$ cat src/rtl/core/csfa_pkg.sv
// ----------------------------------------------------------------------------
// csfa_pkg
// Shared sizes, codes and controller/datapath interface types of the
// contiguous slot fit allocator.
// ----------------------------------------------------------------------------
package csfa_pkg;

  // Road geometry
  localparam int unsigned ROAD_SLOTS = 80;
  localparam int unsigned POLICIES   = 4;

  // Field widths of the stream beats
  localparam int unsigned LEN_W       = 7;
  localparam int unsigned SLOT_FLD_W  = 7;
  localparam int unsigned IN_TDATA_W  = 16;
  localparam int unsigned IN_TUSER_W  = 3;
  localparam int unsigned OUT_TDATA_W = 8;

  // Internal widths
  localparam int unsigned SLOT_W    = $clog2(ROAD_SLOTS);
  localparam int unsigned POS_W     = $clog2(ROAD_SLOTS + 128);
  localparam int unsigned CNT_W     = $clog2(ROAD_SLOTS + 2);
  localparam int unsigned MEM_DEPTH = POLICIES * ROAD_SLOTS;
  localparam int unsigned ADDR_W    = $clog2(MEM_DEPTH);

  localparam logic [POS_W-1:0]  ROAD_POS   = POS_W'(ROAD_SLOTS);
  localparam logic [POS_W-1:0]  LAST_POS   = POS_W'(ROAD_SLOTS - 1);
  localparam logic [CNT_W-1:0]  STEP_LIMIT = CNT_W'(ROAD_SLOTS);
  localparam logic [ADDR_W-1:0] LAST_ADDR  = ADDR_W'(MEM_DEPTH - 1);

  // Item kinds
  localparam logic KIND_ALLOC   = 1'b0;
  localparam logic KIND_RELEASE = 1'b1;

  typedef enum logic [1:0] {
    POL_FIRST = 2'd0,
    POL_NEXT  = 2'd1,
    POL_BEST  = 2'd2,
    POL_WORST = 2'd3
  } csfa_policy_t;

  typedef enum logic [2:0] {
    ST_CLEAR,
    ST_IDLE,
    ST_DISPATCH,
    ST_SEEK,
    ST_SCAN,
    ST_MARK,
    ST_POST
  } csfa_state_t;

  // Controller to datapath
  typedef struct packed {
    logic load;
    logic clr_step;
    logic seek_init;
    logic seek_step;
    logic scan_init;
    logic scan_step;
    logic mark_init;
    logic mark_step;
    logic post;
  } csfa_cmd_t;

  // Datapath to controller
  typedef struct packed {
    logic clr_last;
    logic seek_done;
    logic scan_done;
    logic scan_found;
    logic mark_done;
    logic out_free;
    logic is_release;
    logic is_next;
    logic len_ok;
  } csfa_sts_t;

endpackage

$ cat src/rtl/core/csfa_ram.sv
// ----------------------------------------------------------------------------
// csfa_ram
// Generic single write port, single read port RAM with registered read.
// ----------------------------------------------------------------------------
module csfa_ram #(
  parameter int unsigned WIDTH = 1,
  parameter int unsigned DEPTH = 2
) (
  input  logic                     clk,
  input  logic                     wr_en,
  input  logic [$clog2(DEPTH)-1:0] wr_addr,
  input  logic [WIDTH-1:0]         wr_data,
  input  logic [$clog2(DEPTH)-1:0] rd_addr,
  output logic [WIDTH-1:0]         rd_data
);

  logic [WIDTH-1:0] mem [DEPTH];

  always_ff @(posedge clk) begin
    if (wr_en) begin
      mem[wr_addr] <= wr_data;
    end
    rd_data <= mem[rd_addr];
  end

endmodule

$ cat src/rtl/core/csfa_datapath.sv
// ----------------------------------------------------------------------------
// csfa_datapath
// Item registers, occupancy RAM, serial fit scan, run marking and the
// result register.
// ----------------------------------------------------------------------------
module csfa_datapath import csfa_pkg::*; (
  input  logic                  clk,
  input  logic                  rst_n,
  input  csfa_cmd_t             cmd,
  output csfa_sts_t             sts,
  input  logic                  in_kind,
  input  logic [1:0]            in_policy,
  input  logic [LEN_W-1:0]      in_run_length,
  input  logic [SLOT_FLD_W-1:0] in_start_slot,
  output logic                  out_tvalid,
  input  logic                  out_tready,
  output logic                  out_granted,
  output logic [SLOT_FLD_W-1:0] out_slot
);

  // Item
  logic                  kind_r;
  csfa_policy_t          pol_r;
  logic [LEN_W-1:0]      len_r;
  logic [SLOT_FLD_W-1:0] start_r;
  logic [ADDR_W-1:0]     base_r;

  // Next fit start: start slot of the previous next fit grant
  logic [SLOT_W-1:0]     nf_start_r;
  logic [ADDR_W-1:0]     clr_ptr_r;

  // Read pipeline
  logic [POS_W-1:0]      iss_r;
  logic                  rd_vld_r;
  logic [POS_W-1:0]      rd_idx_r;
  logic                  rd_bit;

  // Seek and scan
  logic                  seek_fin_r;
  logic [SLOT_W-1:0]     j0_r;
  logic                  scan_fin_r;
  logic                  found_r;
  logic [POS_W-1:0]      pos_r;
  logic [POS_W-1:0]      run_r;
  logic [CNT_W-1:0]      steps_r;
  logic [POS_W-1:0]      cur_start_r;
  logic [POS_W-1:0]      best_len_r;

  logic                  scan_fin_nxt;
  logic                  found_nxt;
  logic [POS_W-1:0]      pos_nxt;
  logic [POS_W-1:0]      run_nxt;
  logic [CNT_W-1:0]      steps_nxt;
  logic [POS_W-1:0]      cur_start_nxt;
  logic [POS_W-1:0]      best_len_nxt;

  // Marking
  logic [POS_W-1:0]      mpos_r;
  logic [LEN_W-1:0]      mrem_r;
  logic                  mark_done;

  // Result
  logic                  out_valid_r;
  logic                  out_granted_r;
  logic [SLOT_FLD_W-1:0] out_slot_r;

  logic [POS_W-1:0]      len_ext;
  logic [POS_W-1:0]      run_inc;
  logic [POS_W-1:0]      close_len;
  logic [POS_W-1:0]      fit_start;
  logic                  rd_free;
  logic                  is_last;
  logic                  is_virt;
  logic                  better;
  logic [SLOT_W-1:0]     rd_slot;
  logic                  ram_we;
  logic [ADDR_W-1:0]     ram_waddr;
  logic                  ram_wdata;
  logic [ADDR_W-1:0]     ram_raddr;

  assign len_ext   = POS_W'(len_r);
  assign run_inc   = run_r + 1'b1;
  assign is_virt   = (rd_idx_r == ROAD_POS);
  assign is_last   = (rd_idx_r == LAST_POS);
  assign rd_free   = !rd_bit && (rd_idx_r < ROAD_POS);
  assign close_len = rd_free ? run_inc : run_r;
  assign fit_start = rd_idx_r + 1'b1 - len_ext;
  assign mark_done = (mrem_r == '0) || (mpos_r >= ROAD_POS);

  // Memory ports
  assign rd_slot   = (iss_r < ROAD_POS) ? iss_r[SLOT_W-1:0] : '0;
  assign ram_raddr = base_r + ADDR_W'(rd_slot);
  assign ram_we    = cmd.clr_step || (cmd.mark_step && !mark_done);
  assign ram_waddr = cmd.clr_step ? clr_ptr_r : base_r + ADDR_W'(mpos_r[SLOT_W-1:0]);
  assign ram_wdata = cmd.clr_step ? 1'b0 : (kind_r == KIND_ALLOC);

  csfa_ram #(
    .WIDTH (1),
    .DEPTH (MEM_DEPTH)
  ) u_occ_ram (
    .clk     (clk),
    .wr_en   (ram_we),
    .wr_addr (ram_waddr),
    .wr_data (ram_wdata),
    .rd_addr (ram_raddr),
    .rd_data (rd_bit)
  );

  // Compare a closed run against the best one so far
  always_comb begin
    if (pol_r == POL_WORST) begin
      better = close_len > best_len_r;
    end else begin
      better = close_len < best_len_r;
    end
  end

  // One scan step on the slot whose read data just arrived
  always_comb begin
    scan_fin_nxt  = scan_fin_r;
    found_nxt     = found_r;
    pos_nxt       = pos_r;
    run_nxt       = run_r;
    steps_nxt     = steps_r;
    cur_start_nxt = cur_start_r;
    best_len_nxt  = best_len_r;
    if (rd_vld_r && !scan_fin_r) begin
      case (pol_r)
        POL_FIRST: begin
          run_nxt = rd_free ? run_inc : '0;
          if (rd_free && run_inc == len_ext) begin
            found_nxt    = 1'b1;
            pos_nxt      = fit_start;
            scan_fin_nxt = 1'b1;
          end else if (is_last) begin
            scan_fin_nxt = 1'b1;
          end
        end
        POL_NEXT: begin
          if (steps_r > STEP_LIMIT) begin
            scan_fin_nxt = 1'b1;
          end else if (!(is_virt && run_r == '0)) begin
            // The road end counts as a taken slot only after a free last slot
            steps_nxt = steps_r + 1'b1;
            run_nxt   = rd_free ? run_inc : '0;
            if (rd_free && run_inc == len_ext) begin
              found_nxt    = 1'b1;
              pos_nxt      = fit_start;
              scan_fin_nxt = 1'b1;
            end
          end
        end
        default: begin
          if (rd_free && run_r == '0) begin
            cur_start_nxt = rd_idx_r;
          end
          run_nxt = rd_free ? run_inc : '0;
          if ((!rd_free || is_last) && close_len >= len_ext && (!found_r || better)) begin
            found_nxt    = 1'b1;
            pos_nxt      = (rd_free && run_r == '0) ? rd_idx_r : cur_start_r;
            best_len_nxt = close_len;
          end
          if (is_last) begin
            scan_fin_nxt = 1'b1;
          end
        end
      endcase
    end
  end

  // Control registers
  always_ff @(posedge clk) begin
    if (!rst_n) begin
      nf_start_r  <= '0;
      clr_ptr_r   <= '0;
      rd_vld_r    <= 1'b0;
      seek_fin_r  <= 1'b0;
      scan_fin_r  <= 1'b0;
      found_r     <= 1'b0;
      out_valid_r <= 1'b0;
    end else begin
      if (cmd.clr_step) begin
        clr_ptr_r <= clr_ptr_r + 1'b1;
      end
      if (cmd.load) begin
        found_r <= 1'b0;
      end
      if (cmd.seek_init) begin
        rd_vld_r   <= 1'b0;
        seek_fin_r <= (nf_start_r == '0);
      end
      if (cmd.seek_step) begin
        rd_vld_r <= 1'b1;
        if (rd_vld_r && !seek_fin_r && (!rd_free || rd_idx_r == POS_W'(1))) begin
          seek_fin_r <= 1'b1;
        end
      end
      if (cmd.scan_init) begin
        rd_vld_r   <= 1'b0;
        scan_fin_r <= 1'b0;
        found_r    <= 1'b0;
      end
      if (cmd.scan_step) begin
        rd_vld_r   <= 1'b1;
        scan_fin_r <= scan_fin_nxt;
        found_r    <= found_nxt;
      end
      if (cmd.post) begin
        out_valid_r <= 1'b1;
        if (kind_r == KIND_ALLOC && found_r && pol_r == POL_NEXT) begin
          nf_start_r <= pos_r[SLOT_W-1:0];
        end
      end else if (out_tready) begin
        out_valid_r <= 1'b0;
      end
    end
  end

  // Payload registers
  always_ff @(posedge clk) begin
    if (cmd.load) begin
      kind_r  <= in_kind;
      pol_r   <= csfa_policy_t'(in_policy);
      len_r   <= in_run_length;
      start_r <= in_start_slot;
      base_r  <= ADDR_W'(in_policy) * ADDR_W'(ROAD_SLOTS);
    end
    if (cmd.seek_init) begin
      iss_r <= POS_W'(nf_start_r);
      j0_r  <= '0;
    end
    if (cmd.seek_step) begin
      // Walk down from the previous start; slot zero is never read
      if (iss_r > POS_W'(1)) begin
        iss_r <= iss_r - 1'b1;
      end
      rd_idx_r <= iss_r;
      if (rd_vld_r && !seek_fin_r && !rd_free) begin
        j0_r <= rd_idx_r[SLOT_W-1:0];
      end
    end
    if (cmd.scan_init) begin
      iss_r   <= (pol_r == POL_NEXT) ? POS_W'(j0_r) : '0;
      run_r   <= '0;
      steps_r <= '0;
    end
    if (cmd.scan_step) begin
      // Past the last slot comes the road end, then slot zero
      iss_r       <= (iss_r == ROAD_POS) ? '0 : iss_r + 1'b1;
      rd_idx_r    <= iss_r;
      pos_r       <= pos_nxt;
      run_r       <= run_nxt;
      steps_r     <= steps_nxt;
      cur_start_r <= cur_start_nxt;
      best_len_r  <= best_len_nxt;
    end
    if (cmd.mark_init) begin
      mpos_r <= (kind_r == KIND_RELEASE) ? POS_W'(start_r) : pos_r;
      mrem_r <= len_r;
    end
    if (cmd.mark_step && !mark_done) begin
      mpos_r <= mpos_r + 1'b1;
      mrem_r <= mrem_r - 1'b1;
    end
    if (cmd.post) begin
      out_granted_r <= (kind_r == KIND_RELEASE) || found_r;
      out_slot_r    <= (kind_r == KIND_ALLOC && found_r) ? pos_r[SLOT_FLD_W-1:0] : '0;
    end
  end

  assign sts.clr_last   = (clr_ptr_r == LAST_ADDR);
  assign sts.seek_done  = seek_fin_r;
  assign sts.scan_done  = scan_fin_r;
  assign sts.scan_found = found_r;
  assign sts.mark_done  = mark_done;
  assign sts.out_free   = !out_valid_r || out_tready;
  assign sts.is_release = (kind_r == KIND_RELEASE);
  assign sts.is_next    = (pol_r == POL_NEXT);
  assign sts.len_ok     = (len_r != '0) && (len_ext <= ROAD_POS);

  assign out_tvalid  = out_valid_r;
  assign out_granted = out_granted_r;
  assign out_slot    = out_slot_r;

endmodule

$ cat src/rtl/core/csfa_ctrl.sv
// ----------------------------------------------------------------------------
// csfa_ctrl
// Sequencer: clearing pass, item intake, seek, scan, marking and result post.
// ----------------------------------------------------------------------------
module csfa_ctrl import csfa_pkg::*; (
  input  logic      clk,
  input  logic      rst_n,
  input  logic      in_tvalid,
  output logic      in_tready,
  input  csfa_sts_t sts,
  output csfa_cmd_t cmd
);

  csfa_state_t state_r;
  csfa_state_t state_nxt;

  always_ff @(posedge clk) begin
    if (!rst_n) begin
      state_r <= ST_CLEAR;
    end else begin
      state_r <= state_nxt;
    end
  end

  always_comb begin
    state_nxt = state_r;
    cmd       = '0;
    in_tready = 1'b0;
    unique case (state_r)
      ST_CLEAR: begin
        cmd.clr_step = 1'b1;
        if (sts.clr_last) begin
          state_nxt = ST_IDLE;
        end
      end
      ST_IDLE: begin
        in_tready = 1'b1;
        if (in_tvalid) begin
          cmd.load  = 1'b1;
          state_nxt = ST_DISPATCH;
        end
      end
      ST_DISPATCH: begin
        if (sts.is_release) begin
          cmd.mark_init = 1'b1;
          state_nxt     = ST_MARK;
        end else if (!sts.len_ok) begin
          state_nxt = ST_POST;
        end else if (sts.is_next) begin
          cmd.seek_init = 1'b1;
          state_nxt     = ST_SEEK;
        end else begin
          cmd.scan_init = 1'b1;
          state_nxt     = ST_SCAN;
        end
      end
      ST_SEEK: begin
        if (sts.seek_done) begin
          cmd.scan_init = 1'b1;
          state_nxt     = ST_SCAN;
        end else begin
          cmd.seek_step = 1'b1;
        end
      end
      ST_SCAN: begin
        if (sts.scan_done) begin
          if (sts.scan_found) begin
            cmd.mark_init = 1'b1;
            state_nxt     = ST_MARK;
          end else begin
            state_nxt = ST_POST;
          end
        end else begin
          cmd.scan_step = 1'b1;
        end
      end
      ST_MARK: begin
        if (sts.mark_done) begin
          state_nxt = ST_POST;
        end else begin
          cmd.mark_step = 1'b1;
        end
      end
      ST_POST: begin
        if (sts.out_free) begin
          cmd.post  = 1'b1;
          state_nxt = ST_IDLE;
        end
      end
      default: begin
        state_nxt = ST_IDLE;
      end
    endcase
  end

endmodule

$ cat src/rtl/core/contiguous_slot_fit_allocator_unit.sv
// ----------------------------------------------------------------------------
// contiguous_slot_fit_allocator_unit
// Throughput: one item at a time, paced by the serial slot scan (one slot/cycle).
// Reset: synchronous; a clearing pass writes all POLICIES * ROAD_SLOTS (320)
// slots free while in_tready stays low.
// ----------------------------------------------------------------------------
module contiguous_slot_fit_allocator_unit import csfa_pkg::*; (
  input  logic                   clk,
  input  logic                   rst_n,
  // Input channel
  input  logic                   in_tvalid,
  output logic                   in_tready,
  input  logic [IN_TDATA_W-1:0]  in_tdata,   // run_length[6:0], start_slot[13:7], pad
  input  logic [IN_TUSER_W-1:0]  in_tuser,   // kind[0], policy[2:1]
  // Result channel
  output logic                   out_tvalid,
  input  logic                   out_tready,
  output logic [OUT_TDATA_W-1:0] out_tdata,  // slot[6:0], pad
  output logic                   out_tuser   // granted
);

  csfa_cmd_t cmd;
  csfa_sts_t sts;

  logic                  in_kind;
  logic [1:0]            in_policy;
  logic [LEN_W-1:0]      in_run_length;
  logic [SLOT_FLD_W-1:0] in_start_slot;
  logic                  out_granted;
  logic [SLOT_FLD_W-1:0] out_slot;

  // Unpack the input beat
  assign in_kind       = in_tuser[0];
  assign in_policy     = in_tuser[2:1];
  assign in_run_length = in_tdata[LEN_W-1:0];
  assign in_start_slot = in_tdata[LEN_W+SLOT_FLD_W-1:LEN_W];

  // Sequencer: owns the handshake on the input side and steps the datapath
  csfa_ctrl u_ctrl (
    .clk       (clk),
    .rst_n     (rst_n),
    .in_tvalid (in_tvalid),
    .in_tready (in_tready),
    .sts       (sts),
    .cmd       (cmd)
  );

  // Datapath: occupancy RAM, scan, marking and the result register, which
  // holds a finished beat while the next item is already taken in
  csfa_datapath u_dp (
    .clk           (clk),
    .rst_n         (rst_n),
    .cmd           (cmd),
    .sts           (sts),
    .in_kind       (in_kind),
    .in_policy     (in_policy),
    .in_run_length (in_run_length),
    .in_start_slot (in_start_slot),
    .out_tvalid    (out_tvalid),
    .out_tready    (out_tready),
    .out_granted   (out_granted),
    .out_slot      (out_slot)
  );

  // Pack the result beat
  assign out_tdata = {{(OUT_TDATA_W-SLOT_FLD_W){1'b0}}, out_slot};
  assign out_tuser = out_granted;

`ifndef ASSERT_OFF
  // The sequencer drives at most one datapath command per cycle
  a_one_cmd: assert property (@(posedge clk) disable iff (!rst_n)
    $onehot0({cmd.load, cmd.clr_step, cmd.seek_init, cmd.seek_step, cmd.scan_init,
              cmd.scan_step, cmd.mark_init, cmd.mark_step, cmd.post}))
    else $error("more than one datapath command in a cycle");

  // A result is posted only when the output register is free
  a_post_free: assert property (@(posedge clk) disable iff (!rst_n)
    cmd.post |-> (!out_tvalid || out_tready))
    else $error("result posted over a pending beat");

  // A posted result shows up on the output in the next cycle
  a_post_valid: assert property (@(posedge clk) disable iff (!rst_n)
    cmd.post |=> out_tvalid)
    else $error("posted result not presented");

  // Accepting a beat closes the input until the item is finished
  a_accept_busy: assert property (@(posedge clk) disable iff (!rst_n)
    (in_tvalid && in_tready) |=> !in_tready)
    else $error("input reopened right after accept");
`endif

endmodule
$ cat config.mk
export PLATFORM = sky130hd
export DESIGN_NAME = contiguous_slot_fit_allocator_unit
export DESIGN_NICKNAME = d
export VERILOG_FILES = /design/src/rtl/core/csfa_pkg.sv /design/src/rtl/core/csfa_ram.sv /design/src/rtl/core/csfa_datapath.sv /design/src/rtl/core/csfa_ctrl.sv /design/src/rtl/core/contiguous_slot_fit_allocator_unit.sv
export SDC_FILE = /design/constraint.sdc
export NUM_CORES = 1
export LEC_CHECK = 0
export ABC_AREA = 1
export BUFFER_PORTS_ARGS = -buffer_cell sky130_fd_sc_hd__clkbuf_2
export CAP_MARGIN = 10
export CORE_ASPECT_RATIO = 2
export CORE_MARGIN = 10
export CORE_UTILIZATION = 40
export DETAILED_ROUTE_END_ITERATION = 8
export GPL_ROUTABILITY_DRIVEN = 0
export PLACE_DENSITY_LB_ADDON = 0.1
export SETUP_SLACK_MARGIN = 0.3
export SLEW_MARGIN = 25
export SYNTH_ARGS = -nofsm -noshare
export SYNTH_HDL_FRONTEND = slang
export SYNTH_SLANG_ARGS = --single-unit
$ cat constraint.sdc
create_clock -name clk -period 11.44 [get_ports clk]
set_clock_uncertainty 0.2 [all_clocks]
set_input_delay 0 -clock clk [delete_from_list [all_inputs] [get_ports clk]]
set_output_delay 0 -clock clk [all_outputs]
set_load 0.03 [all_outputs]
### Yosys cells after proc, flatten, opt, wreduce, memory -nomap -nowiden

Memories as Yosys holds them, arrays and structs flattened. A register that Yosys moved wholly into a read port is not among the register bits.
Index checks and enable logic that the tools add are counted.

* $add $sub $neg: 11
* multipliers: 1
* $lt $le $gt $ge: 9
* equality and inequality tests: 31
* multiplexer cells: 106
* bitwise gates (word level): 2
* reductions and logical operators: 51

Operator list (count)
* two-way mux 8 bit: 24
* two-way mux 7 bit: 13
* two-way mux 1 bit: 52
* adder 8 x 1 -> 8 bit, second input constant: 4
* two-way mux 3 bit: 9
* == test 8 x 7 -> 1 bit, second input constant: 3
* one-hot mux 3 bit (7 select lines): 1
* adder 9 x 7 -> 9 bit: 2
* less-than comparator 8 x 7 -> 1 bit, second input constant: 2
* one-hot mux 8 bit (2 select lines): 1
* AND reduction 5 bit: 3
* logical AND 1 bit: 14
* logical NOT 7 bit: 2
* != test 2 bit, second input constant: 7
* AND reduction 4 bit: 3
* != test 2 x 1 -> 1 bit, second input constant: 5
* adder 9 x 1 -> 9 bit, second input constant: 1
* == test 3 bit, second input constant: 3
* == test 9 bit, second input constant: 1
* two-way mux 9 bit: 1
* == test 8 x 1 -> 1 bit, second input constant: 1
* == test 8 x 7 -> 1 bit: 1
* >= comparator 8 x 7 -> 1 bit: 1
* >= comparator 8 x 7 -> 1 bit, second input constant: 1
* other kinds (34): 56

* register bits after elaboration: 131
* memory bits (writable): 320
* input bits: 23
* output and inout port bits: 11
* logic and storage cells: 237
* memories: 1

Memories
* u_dp.u_occ_ram.mem: depth 320, width 1, rd ports 1, clocked after memory_dff 1, write ports 1, RTL line csfa_ram.sv:17 `logic [WIDTH-1:0] mem [DEPTH];`

### Depth between registers and ports, before layout

Gate-level depths: netlist of the first run.

* depth after elaboration: 11
* gate-level depth with buffers: 18
* depth with buffers taken out: 18

### By module

Synthesis of the first run repeated with hierarchy kept, for this count alone.

* cells, all modules: 2372
* area, all modules: 21953.6 µm²

By module, submodules not included
* csfa_ram: instances 1, cells an instance 1468, area an instance 14497.7 µm², sequential area each 9629.2 µm²
* csfa_datapath: instances 1, cells an instance 825, area an instance 7038.0 µm², sequential area each 3333.2 µm²
* csfa_ctrl: instances 1, cells an instance 77, area an instance 406.6 µm², sequential area each 60.1 µm²
* contiguous_slot_fit_allocator_unit: instances 1, cells an instance 2, area an instance 11.3 µm², sequential area each 0.0 µm²

### Worst setup path after synthesis of the first run

No wires, ideal clock.

* kind: register to register
* start point: register u_dp.kind_r
* end point: memory u_dp.u_occ_ram.mem[0], data pin
* library setup time: 1.685 ns
* data arrival time: 8.122 ns
* path slack: 1.432 ns
* stages on the path, launching flop included: 4
* buffers on the path: 2
* clock period less this slack: 10.008 ns
* cells stage by stage: edfxtp_1 > clkbuf_1 > clkbuf_1 > nor2_1

* longest elaborated chain between the ends: 2

RTL lines
* from (decl): RTL line csfa_datapath.sv:22 `logic kind_r;`
* from (signal assigned): RTL line csfa_datapath.sv:222 `kind_r <= in_kind;`
* NOT 1 bit: RTL line csfa_datapath.sv:95 `assign ram_wdata = cmd.clr_step ? 1'b0 : (kind_r == KIND_ALLOC);`
* two-way mux 1 bit: RTL line csfa_datapath.sv:95
* net u_dp.ram_wdata: RTL line csfa_datapath.sv:78 `logic ram_wdata;`
* to (decl): RTL line csfa_ram.sv:17

The timed path passes the listed nets, and every way through them passes these cells.

### Final worst setup path of the first run

* start point: register u_dp.iss_r[6]
* end point: register u_dp.u_occ_ram.rd_data, read port of u_dp.u_occ_ram.mem

* longest elaborated chain between the ends: 3

RTL lines
* from (decl): RTL line csfa_datapath.sv:33 `logic [POS_W-1:0] iss_r;`
* from (signal assigned): RTL line csfa_datapath.sv:229 `iss_r <= POS_W'(nf_start_r);`
* from (signal assigned): RTL line csfa_datapath.sv:235 `iss_r <= iss_r - 1'b1;`
* from (signal assigned): RTL line csfa_datapath.sv:243 `iss_r <= (pol_r == POL_NEXT) ? POS_W'(j0_r) : '0;`
* less-than comparator 8 x 7 -> 1 bit: RTL line csfa_datapath.sv:91 `assign rd_slot = (iss_r < ROAD_POS) ? iss_r[SLOT_W-1:0] : '0;`
* two-way mux 7 bit *: RTL line csfa_datapath.sv:91
* adder 9 x 7 -> 9 bit *: RTL line csfa_datapath.sv:92 `assign ram_raddr = base_r + ADDR_W'(rd_slot);`
* to (decl): RTL line csfa_ram.sv:14 `output logic [WIDTH-1:0] rd_data`

Mark *: on every way between the ends. The rest lies on a longest branch, timed or not.
A chain may end at the register's enable or synchronous reset.

==> metrics.cfg, run 1 <==
[grt]
grt_overflow_total = 0
antenna_found_initial = 0
first_global_vias = 17100
grt.total_usage_pct = 19.5
grt_pass1_wl_mm = 99.7
grt_max_degree = 272

[setup_path]
crit_buf_inv = 3
r2r_slack_ns = 6.95
max_stage_delay_ns = 0.88
crit_chain = inv_2 > nand2_2 > nand2_4 > nand2_4 > inv_2 > buf_4 > o22ai_1 > o211ai_1 > nand3_1 > nand3_1 > nand2_1 > nand2_1 > nand2_1
end_kind = flip-flop
start_kind = flip-flop
cp_common_cell = nand2_1
crit_family = simple AND/OR/NAND/NOR gates
crit_fanout = 73
worst-endpoint-arrival_ns = 4.75
required_ns = 11.71
crit_path_top_delay_cell = buf_4
criticalPathCategory = flip-flop to flip-flop

[yosys]
synth.area.top_cells = edfxtp_1 54%, nand2_1 7.6%, nor2_1 7.0%
yosysUniqueCellTypes = 51
avgSynthCellArea_sq_um = 9.06
ys_dominant_reg_cell = edfxtp_1
ys_async_sr_fraction_pct = 0
synthCells = 2502
synth_top_area_cell = edfxtp_1
synth_top_area_share_pct = 53.9
yosys_warnings = 0
seq_area_frac_synth_pct = 57.4
netlist_area_sq_um = 22700
synth_fp_nets = 2573
yosys_register_bits = 447
synth_edf_count = 407

[die]
core_sq_um = 56200
die-area_sq_um = 67200
die_h_um = 357
dieWidth_um = 188
io_pins = 34
floorplan.initialDensity_pct = 40.4
rows = 123

[layout]
diodes = 0
final_common_cell = nand2_1
drive_gt1_share_pct = 6.82
mostFrequentLayoutCells = 457 x nand2_1, 420 x nor2_1, 407 x edfxtp_1
fin_nets = 2575
area_growth_pct = 10.7
instances_no_fill = 3287

[drt]
post-route-drc-count = 0
vias = 17200
viasPerCell = 5.23
wire_per_inst_um = 20.3
ant_nets = 0
drt_wl_total_mm = 66.7
first_pass_iters = 6
drt_iter0_markers = 1050

[cts]
htree_levels = 2
cts_resized = 0
clockRootBuffer = clkbuf_16
cts_tree = yes
cts_made_buffers = 42
cts.sinks = 447
clkTransAtPathRegs_ns = 0.07
clk_path_buf_depth = 3
insertion_delay_ns = 0.57

[sta]
worstMarginPinSlew_ns = 1.09
tns_ns = 0
relSlewSlack_pct = 27.4
fmax_mhz = 223
fin_crit_ns = 4.49
finalCritPeriodShare_pct = 39.2
hold_viol_final = 0
slew_violations = 0
rsz0062_at_grt = no
finalSetupViolCount = 0
setup_ws_ns = 6.95

[power]
combinationalPowerShare_pct = 1.5
p_per_area_nw_per_um2 = 128
power.leakage_nw = 9.65
power_frac_seq_pct = 54.8
peakVddDrop_v = 0.000119
clock_power_share_pct = 43.7
power.net_switching_uw = 666
netSwitchingFraction_pct = 20.8
intPower_mw = 2.54
total_power_mw = 3.21

[run]
drv_cap = 0

[run_status]
status = completed

[placed_design]
io_buffers = 30
dp_cells = 3170
hpwl_mm = 41.2
place_ws_ns = 6.91

[hold_path]
hold_class = input port to flip-flop

## worst paths after layout
check | startpoint | endpoint | cells after the start
hold / removal | rst_n | u_dp.scan_fin_r$_SDFFE_PN0P_ | 4
hold reg to reg | u_dp.j0_r[2]$_DFF_P_ | u_dp.j0_r[2]$_DFF_P_ | 2
setup / recovery | u_dp.iss_r[6]$_DFF_P_ | u_dp.u_occ_ram.rd_data$_DFF_P_ | 13
setup reg to reg | u_dp.iss_r[6]$_DFF_P_ | u_dp.u_occ_ram.rd_data$_DFF_P_ | 13
## state kept, by name (all words and copies together), names as in the netlist, 8 cells and up
signal	flops
u_dp.rd_idx_r	8
u_dp.mpos_r	8
u_dp.run_r	8
u_dp.cur_start_r	8
u_dp.u_occ_ram.mem	320
u_dp.iss_r	8
u_dp.best_len_r	8
u_dp.clr_ptr_r	9
u_dp.pos_r	8
## synthesized netlist by cell type (2+ instances only)
| cell type | count |
|---|---|
| a211oi_1 | 2 |
| a21oi_1 | 54 |
| a31oi_1 | 8 |
| buf_1 | 3 |
| buf_2 | 92 |
| buf_4 | 9 |
| buf_6 | 2 |
| clkbuf_1 | 38 |
| clkinv_1 | 4 |
| dfxtp_1 | 40 |
| edfxtp_1 | 407 |
| fa_1 | 3 |
| ha_1 | 45 |
| inv_1 | 313 |
| inv_2 | 6 |
| nand2_1 | 460 |
| nand2_2 | 2 |
| nand2_4 | 2 |
| nand3_1 | 291 |
| nand3b_1 | 29 |
| nand4_1 | 10 |
| nor2_1 | 422 |
| nor3_1 | 19 |
| nor3_2 | 3 |
| nor3b_1 | 3 |
| nor4_1 | 8 |
| o2111ai_1 | 2 |
| o211ai_1 | 45 |
| o21a_1 | 2 |
| o21ai_0 | 91 |
| o21ai_1 | 5 |
| o22ai_1 | 6 |
| o31ai_1 | 5 |
| o41ai_1 | 2 |
| or2_0 | 2 |
| or2_2 | 23 |
| xnor2_1 | 9 |
| xor2_1 | 22 |
## cell type report
class	instances	area, sq um
Fill cell	5480	31100
Sequential cell	447	13000
Clock buffer	50	1110
Tap cell	750	938
Inverter	323	1210
Clock inverter	27	219
Timing Repair Buffer	102	838
Multi-Input combinational cell	1588	7770
## tightest hold or removal path: stages
cell and delay (ns):
dlygate4sd3_1 0.55, clkbuf_2 0.29, nand2_1 0.14, a21oi_1 0.03
## metrics by stage
| step | hold WS (ns) | util, % | instance area, sq um |
|---|---|---|---|
| after CTS | 0.241 | 44.6 | 25000 |
| after global routing | 0.302 | 44.7 | 25100 |
| after global placement | -0.0223 | 41.5 | 23300 |
| final | 0.278 | 44.7 | 25100 |
| after detailed placement | -0.0213 | 41.5 | 23300 |
| after floorplan | -0.101 | - | 22700 |
## power groups by stage
| stage | clock network [mW] | logic, mW | registers [mW] |
|---|---|---|---|
| after floorplan | 0 | 0.0191 | 1.79 |
| after global placement | 0 | 0.0378 | 1.79 |
| after detailed placement | 0 | 0.0384 | 1.79 |
| after CTS | 1.44 | 0.0479 | 1.76 |
| after global routing | 1.49 | 0.0512 | 1.76 |
| final | 1.40 | 0.0478 | 1.76 |
## per-layer routing
metal | track usage (%) | wire length [um] | share of wire [%] | up-vias
li1 | - | - | - | 8259
met1 | 19.1 | 23500 | 35 | 8362
met2 | 38.1 | 36800 | 55 | 412
met3 | 2.08 | 2400 | 3.6 | 163
met4 | 11.6 | 4110 | 6.2 | 0
met5 | 0 | 0 | 0 | -
## cell families after synthesis
family / share of synthesized area, %
other: 0.0165
adders and majority gates: 2.75
AOI/OAI and AO/OA: 5.90
buffers and inverters: 8.45
xor gates and xnor gates: 1.20
DFF: 57.4
muxes: 0.0441
and+or+nand+nor: 24.2
## timing repair
item / 4_1_cts / 5_1_grt
setup endpoints to repair: 0 / 0
hold endpoints to repair: 66 / 0
hold buffers: 38 / 0
setup buffers: 0 / 0
No activity file was read; power rests on OpenSTA's default activity.
==> run 2: changes to the inputs <==
--- a/config.mk
+++ b/config.mk
@@ -5,7 +5,7 @@
 export SDC_FILE = /design/constraint.sdc
 export NUM_CORES = 1
 export LEC_CHECK = 0
-export ABC_AREA = 1
+export ABC_AREA = 0
 export BUFFER_PORTS_ARGS = -buffer_cell sky130_fd_sc_hd__clkbuf_2
 export CAP_MARGIN = 10
 export CORE_ASPECT_RATIO = 2
==> constraint.sdc (replaced) <==
create_clock -name clk -period 4.6 [get_ports clk]
set_clock_uncertainty 0.2 [all_clocks]
set_input_delay 0 -clock clk [delete_from_list [all_inputs] [get_ports clk]]
set_output_delay 0 -clock clk [all_outputs]
set_load 0.03 [all_outputs]
==> metrics.cfg, run 2 <==
[layout]
largest_register_ffs = 320
final_common_cell = nor2_1
diodes = 0
top_regs = u_dp.u_occ_ram.mem (320), u_dp.clr_ptr_r (9)
fillCellCount = 5074
fin_nets = 2034
largest_register = u_dp.u_occ_ram.mem
regArea_sq_um = 13000
drive_gt1_share_pct = 12.0
mostFrequentLayoutCells = 421 x nor2_1, 407 x edfxtp_1, 131 x nand2_1
area_growth_pct = 12.7
stdcell_area_sq_um = 24700
multi_input_area_sq_um = 8110

[setup_path]
r2r_cells = 13
end_kind = flip-flop
crit_path_top_delay_cell = edfxtp_1
start_kind = flip-flop
crit_family = compound AO/OA/AOI/OAI gates
crit_chain = o21ai_0 > nand2_1 > nor2_1 > xor2_1 > ha_1 > a21oi_1 > nor2b_1 > o21ai_0 > a21oi_1 > o41ai_1 > o211ai_1 > a21oi_1 > buf_4
criticalPathCategory = flip-flop to flip-flop
critical_path_depth = 13
crit_fanout = 8
cp_common_cell = a21oi_1
required_ns = 4.68
crit_buf_inv = 1
worst-endpoint-arrival_ns = 3.97
max_stage_delay_ns = 0.49

[hold_path]
hold-path-cell-count = 3
hold_class = input port to flip-flop

[cts]
htree_levels = 2
clkTransAtPathRegs_ns = 0.07
clk_path_buf_depth = 3
cts_resized = 0
cts_made_buffers = 42
cts.sinks = 447
cts_tree = yes
clockRootBuffer = clkbuf_16
insertion_delay_ns = 0.57
post_cts_buffers = 0

[grt]
first_global_vias = 15900
grt_overflow_total = 0
grt_max_degree = 137
grt_pass1_wl_mm = 98.6
grt.total_usage_pct = 20.4
antenna_found_initial = 0

[yosys]
ys_dominant_reg_cell = edfxtp_1
synthCells = 1914
avgSynthCellArea_sq_um = 11.4
ys_async_sr_fraction_pct = 0
yosys_warnings = 0
synth_edf_count = 407
yosys_register_bits = 447
synth_top_area_cell = edfxtp_1
seq_area_frac_synth_pct = 59.5
synth_top_area_share_pct = 55.8
synth_fp_nets = 1985
netlist_area_sq_um = 21900
yosysMostFrequentCell = nor2_1
synth.area.top_cells = edfxtp_1 56%, nor2_1 7.2%, dfxtp_1 3.7%
ys_top_cells_by_count = 422 x nor2_1, 407 x edfxtp_1, 131 x nand2_1
yosysUniqueCellTypes = 85

[power]
peakVddDrop_v = 0.000211
power_frac_seq_pct = 53.8
clock_power_share_pct = 44.7
p_per_area_nw_per_um2 = 330
combinationalPowerShare_pct = 1.6
power.net_switching_mw = 1.66
intPower_mw = 6.48
power.leakage_nw = 7.39
total_power_mw = 8.14
netSwitchingFraction_pct = 20.4

[sta]
tns_ns = 0
worstMarginPinSlew_ns = 0.947
hold_viol_final = 0
relSlewSlack_pct = 36.9
finalSetupViolCount = 0
finalCritPeriodShare_pct = 84.7
fmax_mhz = 257
rsz0062_at_grt = no
fin_crit_ns = 3.89
slew_violations = 0

[die]
io_pins = 34
die_h_um = 351
rows = 121
die-area_sq_um = 65000
dieWidth_um = 185
core_sq_um = 54400
floorplan.initialDensity_pct = 40.3

[drt]
wire_per_inst_um = 24.8
first_pass_iters = 5
vias = 15200
viasPerCell = 5.70
post-route-drc-count = 0
ant_nets = 0
drt_wl_total_mm = 66.3
drt_iter0_markers = 1152

[run]
drv_cap = 0

[placed_design]
io_buffers = 30
hpwl_mm = 44.8
placed_cell_area_sq_um = 22900

[run_status]
status = completed

## run 2: layer usage
| metal | vias up | track usage [%] | share of wire [%] | routed length [um] |
|---|---|---|---|---|
| li1 | 7054 | - | - | - |
| met4 | 0 | 10.7 | 5.3 | 3510 |
| met1 | 7666 | 20.5 | 35 | 23100 |
| met3 | 141 | 2.08 | 3.6 | 2370 |
| met5 | - | 0 | 0 | 0 |
| met2 | 379 | 39.7 | 56 | 37300 |
## run 2: logic make-up (layout without fill, tap and decap cells)
kind of cell | Yosys count | after routing | share of synthesized area (%)
compound gates | 293 | 293 | 9.20
xor+xnor | 56 | 56 | 2.37
fa+ha+maj | 48 | 48 | 2.85
buf+inv | 184 | 267 | 3.61
flops | 447 | 447 | 59.5
mux | 122 | 122 | 7.12
other cells | 1 | 1 | 0.0171
simple gates | 763 | 763 | 15.3
## run 2: worst paths after layout
kind	endpoint	start	slack (ns)
worst max-delay path	u_dp.pos_r[7]$_DFFE_PP_	u_dp.rd_idx_r[4]$_DFFE_PP_	0.71
worst min-delay path	u_dp.scan_fin_r$_SDFFE_PN0P_	rst_n	0.09
worst max register to register	u_dp.pos_r[7]$_DFFE_PP_	u_dp.rd_idx_r[4]$_DFFE_PP_	0.71
worst min register to register	u_dp.j0_r[4]$_DFF_P_	u_dp.j0_r[4]$_DFF_P_	0.27
## run 2: cell type report
cell class                 count  share of cell area [%]
sequential                   447                    52.8
multi-input combinational   1283                    32.9
clock buffer                  55                    4.84
timing repair buffer         137                    4.34
tap                          676                    3.43
clock inverter                23                   0.878
inverter                      52                   0.792
## run 2: power by group through the flow
stage	Sequential, mW	Combinational, mW	Clock (mW)
floorplan	4.46	0.0521	0
global placement	4.47	0.101	0
detailed placement	4.47	0.102	0
CTS	4.38	0.128	3.71
global route	4.37	0.134	3.85
finish	4.38	0.127	3.63
## run 2: what timing repair did
item	in CTS	in global routing
hold buffers	37	0
setup endpoints to repair	0	0
endpoints found under the hold margin	49	0
## run 2: through the flow
stage	util (%)	hold slack (ns)	cells	setup slack, ns
3_5_place_dp	42.1	-0.0203	2558	0.695
2_1_floorplan	-	-0.101	1914	0.318
4_1_cts	45.4	0.0560	2673	0.690
6_report	45.4	0.0887	2673	0.706
3_3_place_gp	42.1	-0.0200	2558	0.653
5_1_grt	45.4	0.0905	2673	0.429
## run 2: worst min-delay path: stages
cell and delay (ns):
dlygate4sd3_1 0.53, clkbuf_2 0.13, and4_1 0.16
